===== config.mk =====
export PLATFORM = sky130hd
export DESIGN_NAME = ntcdt_div
export DESIGN_NICKNAME = d
export VERILOG_FILES = /design/src/ntcdt_div.sv
export SDC_FILE = /design/constraint.sdc
export NUM_CORES = 2
export LEC_CHECK = 0
export BUFFER_PORTS_ARGS = -buffer_cell sky130_fd_sc_hd__buf_2
export CORE_MARGIN = 3
export CORE_UTILIZATION = 61
export DETAILED_ROUTE_END_ITERATION = 10
export PLACE_DENSITY = 0.81
export SETUP_SLACK_MARGIN = 0.02
export SYNTH_ARGS = -nofsm -noshare
export SYNTH_HDL_FRONTEND = slang
export SYNTH_SLANG_ARGS = --single-unit

===== constraint.sdc =====
create_clock -name clk -period 5.1 [get_ports clk]
set_clock_uncertainty 0.1 [all_clocks]
set_input_delay 0.51 -clock clk [delete_from_list [all_inputs] [get_ports clk]]
set_output_delay 0.51 -clock clk [all_outputs]
set_load 0.01 [all_outputs]

===== src/ntcdt_div.sv =====
// ----------------------------------------------------------------------------
// NTC divider temperature pipelined divider
// Restoring division, one quotient bit per register stage.
// ----------------------------------------------------------------------------
module ntcdt_div #(
    parameter int NW = 24,
    parameter int DW = 20,
    parameter int QW = 24
) (
    input  logic          clk,
    input  logic          en,
    input  logic [NW-1:0] n,
    input  logic [DW-1:0] d,
    output logic [QW-1:0] q
);

    localparam int W = (NW > DW + QW) ? NW : DW + QW;

    logic [W-1:0]  r_reg [0:QW-1];
    logic [DW-1:0] d_reg [0:QW-1];
    logic [QW-1:0] q_reg [0:QW-1];

    genvar s;
    generate
        for (s = 0; s < QW; s++) begin : g_stage
            localparam int J = QW - 1 - s;
            logic [W-1:0]  r_in;
            logic [DW-1:0] d_in;
            logic [QW-1:0] q_in;
            logic [W-1:0]  dsh;
            logic          ge;
            logic [W-1:0]  r_next;
            logic [QW-1:0] q_next;

            if (s == 0) begin : g_first
                assign r_in = W'(n);
                assign d_in = d;
                assign q_in = '0;
            end
            else begin : g_rest
                assign r_in = r_reg[s-1];
                assign d_in = d_reg[s-1];
                assign q_in = q_reg[s-1];
            end

            always_comb
            begin
                dsh       = W'(d_in) << J;
                ge        = (r_in >= dsh);
                r_next    = ge ? (r_in - dsh) : r_in;
                q_next    = q_in;
                q_next[J] = ge;
            end

            always_ff @(posedge clk)
            begin
                if (en)
                begin
                    r_reg[s] <= r_next;
                    d_reg[s] <= d_in;
                    q_reg[s] <= q_next;
                end
            end
        end
    endgenerate

    assign q = q_reg[QW-1];

endmodule


==> results.py <==
metrics = {
    "finish": {
        "largest_reg_flops": 1012,
        "syn2layout_area_growth_pct": 10.94,
        "fin_cells": 9402,
        "num-fill-cells": 9890,
        "multiInputGateArea_um2": 31910,
        "drive_gt1_share_pct": 7.590,
        "regArea_um2": 53210,
        "nets": 7887,
        "fin_util_pct": 68.49,
    },
    "logic_synthesis": {
        "synthTopCellsByArea": "edfxtp_1, ha_1, xnor2_1",
        "seq_area_frac_synth_pct": 60.66,
        "synth_edf_count": 1772,
        "netlist-cell-type-count": 88,
        "yosys_warnings": 0,
        "synth_largest_area_cell": "edfxtp_1",
        "synth_async_sr_flop_share_pct": 0,
        "syn_area_um2": 87720,
        "syn_inst": 7123,
        "synth-seq-cells": 1772,
        "synthFlopType": "edfxtp_1",
        "synth.avg_cell_area_um2": 12.32,
        "synth_top_area_share_pct": 60.66,
        "syn_nets": 7653,
    },
    "clocking": {
        "cts_inserted_buffers": 180,
        "path_clk_slew_ps": 60,
        "ctsHoldBuffers": 44,
        "cts_setup_buffers": 0,
        "cts_tree": "yes",
        "clk_latency_ps": 810,
        "clock_path_buffers": 3,
        "cts_resized": 0,
        "htreeDepth": 4,
        "root_buffer": "clkbuf_16",
        "cts_sinks": 1772,
    },
    "grt": {
        "grt_pass1_vias": 56395,
        "grt_antenna_before_repair": 1,
        "grt_max_degree": 209,
        "grt_pass1_wl_um": 319300,
        "grtUsageTotal_pct": 27.99,
        "grt_overflow": 0,
    },
    "critical_path": {
        "critPathRequiredTime_ps": 5530,
        "path_class": "reg2reg",
        "cp_max_fo": 7,
        "arrival_ps": 4740,
        "crit_path_end_kind": "flop",
        "worst-r2r-cell-count": 10,
        "startpoint_type": "flop",
    },
    "sta": {
        "layout_min_cycle_time_ps": 4313,
        "drv_slew": 0,
        "layout_setup_ws_ps": 787.4,
        "setup_viol": 0,
        "max_slew_margin_pct": 19.56,
        "max_clock_freq_mhz": 231.9,
        "fin_setup_tns_ps": 0,
        "worstMarginPinSlew_ps": 1207,
        "finalHoldViolations": 0,
        "fin_crit_sh_pct": 84.56,
        "rsz0062_at_grt": "no",
    },
    "die": {
        "fp.dieW_um": 385.2,
        "row_count": 138,
        "start_util_pct": 61.73,
        "fp.dieH_um": 385.2,
        "dieArea_um2": 148400,
        "io_pins": 70,
        "core-area_um2": 142100,
    },
    "routing": {
        "wirelength_um": 209100,
        "final_antenna_net_count": 0,
        "viasPerCell": 6.076,
        "drcViolationCount": 0,
        "drtPass1Iterations": 6,
        "drt_first_iter_violations": 5125,
        "vias": 57131,
        "post_drt_wl_per_cell_um": 22.24,
    },
    "placement": {
        "portBuffers": 69,
        "dpl.cell_count": 9021,
        "gp_congestion": 0.9348,
        "dp_slack_ps": 942.8,
        "hpwl_um": 153800,
    },
    "min_path": {
        "whs_path_depth": 1,
        "holdCritPathClass": "in2reg",
    },
    "power_and_ir_drop": {
        "p_leak_nw": 36.93,
        "ir_worst_vdd_v": 0.0004798,
        "power_density_nw_per_um2": 536.2,
    },
    "outcome": {
        "status": "finished, final reports clean",
    },
    "flow_run": {
        "maxCapViolations": 0,
    },
}
## per-layer routing
layer / wire, um / up-vias / part of all wire (%) / GRT usage, %
li1: - / 26964 / - / -
met1: 79960 / 27748 / 38 / 33.43
met2: 107600 / 1947 / 51 / 50.00
met3: 10460 / 470 / 5.0 / 3.794
met4: 11110 / 2 / 5.3 / 13.38
met5: 13 / - / 0.0062 / 0
## synthesized netlist by cell type, types with 85 or more instances
library cell,count
xnor2_1,350
o21ai_0,361
nor3_1,161
a21oi_1,513
a21o_1,221
nand3_1,126
nor2_1,492
mux2_2,85
clkbuf_1,105
nor4_1,129
xor2_1,262
nand2_1,441
ha_1,462
inv_1,591
edfxtp_1,1772
nand4_1,88
## cells in the final DEF, fill, tap and decap left out, drive strengths merged, types with 33 or more instances in the layout
| cell type | n |
|---|---|
| and3 | 37 |
| o21ai | 364 |
| a21oi | 513 |
| a31oi | 34 |
| nor4 | 129 |
| edfxtp | 1772 |
| nor2 | 492 |
| nor3 | 161 |
| xor2 | 262 |
| xnor2 | 350 |
| buf | 131 |
| o31ai | 40 |
| nand4 | 88 |
| nand3 | 127 |
| or3 | 45 |
| mux2 | 85 |
| o211ai | 33 |
| nand2b | 72 |
| clkbuf | 203 |
| a211oi | 40 |
| nor2b | 72 |
| clkinv | 81 |
| dlygate4sd3 | 44 |
| o21bai | 43 |
| ha | 462 |
| nand2 | 441 |
| a21o | 221 |
| inv | 602 |
| or4 | 49 |
| o21a | 71 |
## final timing paths
check	startpoint	endpoint	slack, ps
min	en	r_reg[1][124]	80
max reg2reg	r_reg[1][187]	r_reg[1][255]	790
min reg2reg	q_reg[1][190]	q_reg[2][22]	300
max	r_reg[1][187]	r_reg[1][255]	790
## worst max-delay path, stage by stage, from the launching register on
cell and delay, ps:
edfxtp_1 440, ha_1 340, nor2b_1 150, o31a_1 280, or4_1 440, a2111oi_0 830
nor3_1 210, o31ai_1 480, o21bai_1 290, o41ai_1 340, o21ai_0 130
## metrics by stage
stage,total power [mW],hold WS (ps),instance area [um2]
2_1_floorplan,33.34,300.3,87720
3_3_place_gp,37.99,300.4,90670
3_5_place_dp,38.38,304.5,90670
4_1_cts,52.20,33.41,97320
5_1_grt,54.90,45.76,97320
6_report,52.19,84.07,97320
## where the power goes
group / switching, mW / leakage (nW) / internal, mW
Sequential: 2.16 / 17.1 / 19.8
Combinational: 9.57 / 16.9 / 6.98
Clock: 5.75 / 3.00 / 7.92
## final cells by class
cell class,count,area share (%)
clock buffer,203,4.739
clock inverter,132,1.637
inverter,593,2.287
tap,1890,2.430
multi-input combinational,4635,32.78
antenna,2,0.005143
timing repair buffer,175,1.442
sequential,1772,54.68
## kinds of logic after synthesis
family	share of synthesized area, %
simple gates	10.92
flops	60.66
compound gates	11.02
buf+inv	3.081
xor+xnor	6.110
fa+ha+maj	7.092
mux	1.114
Note: power is estimated with default switching activity, not from simulation.
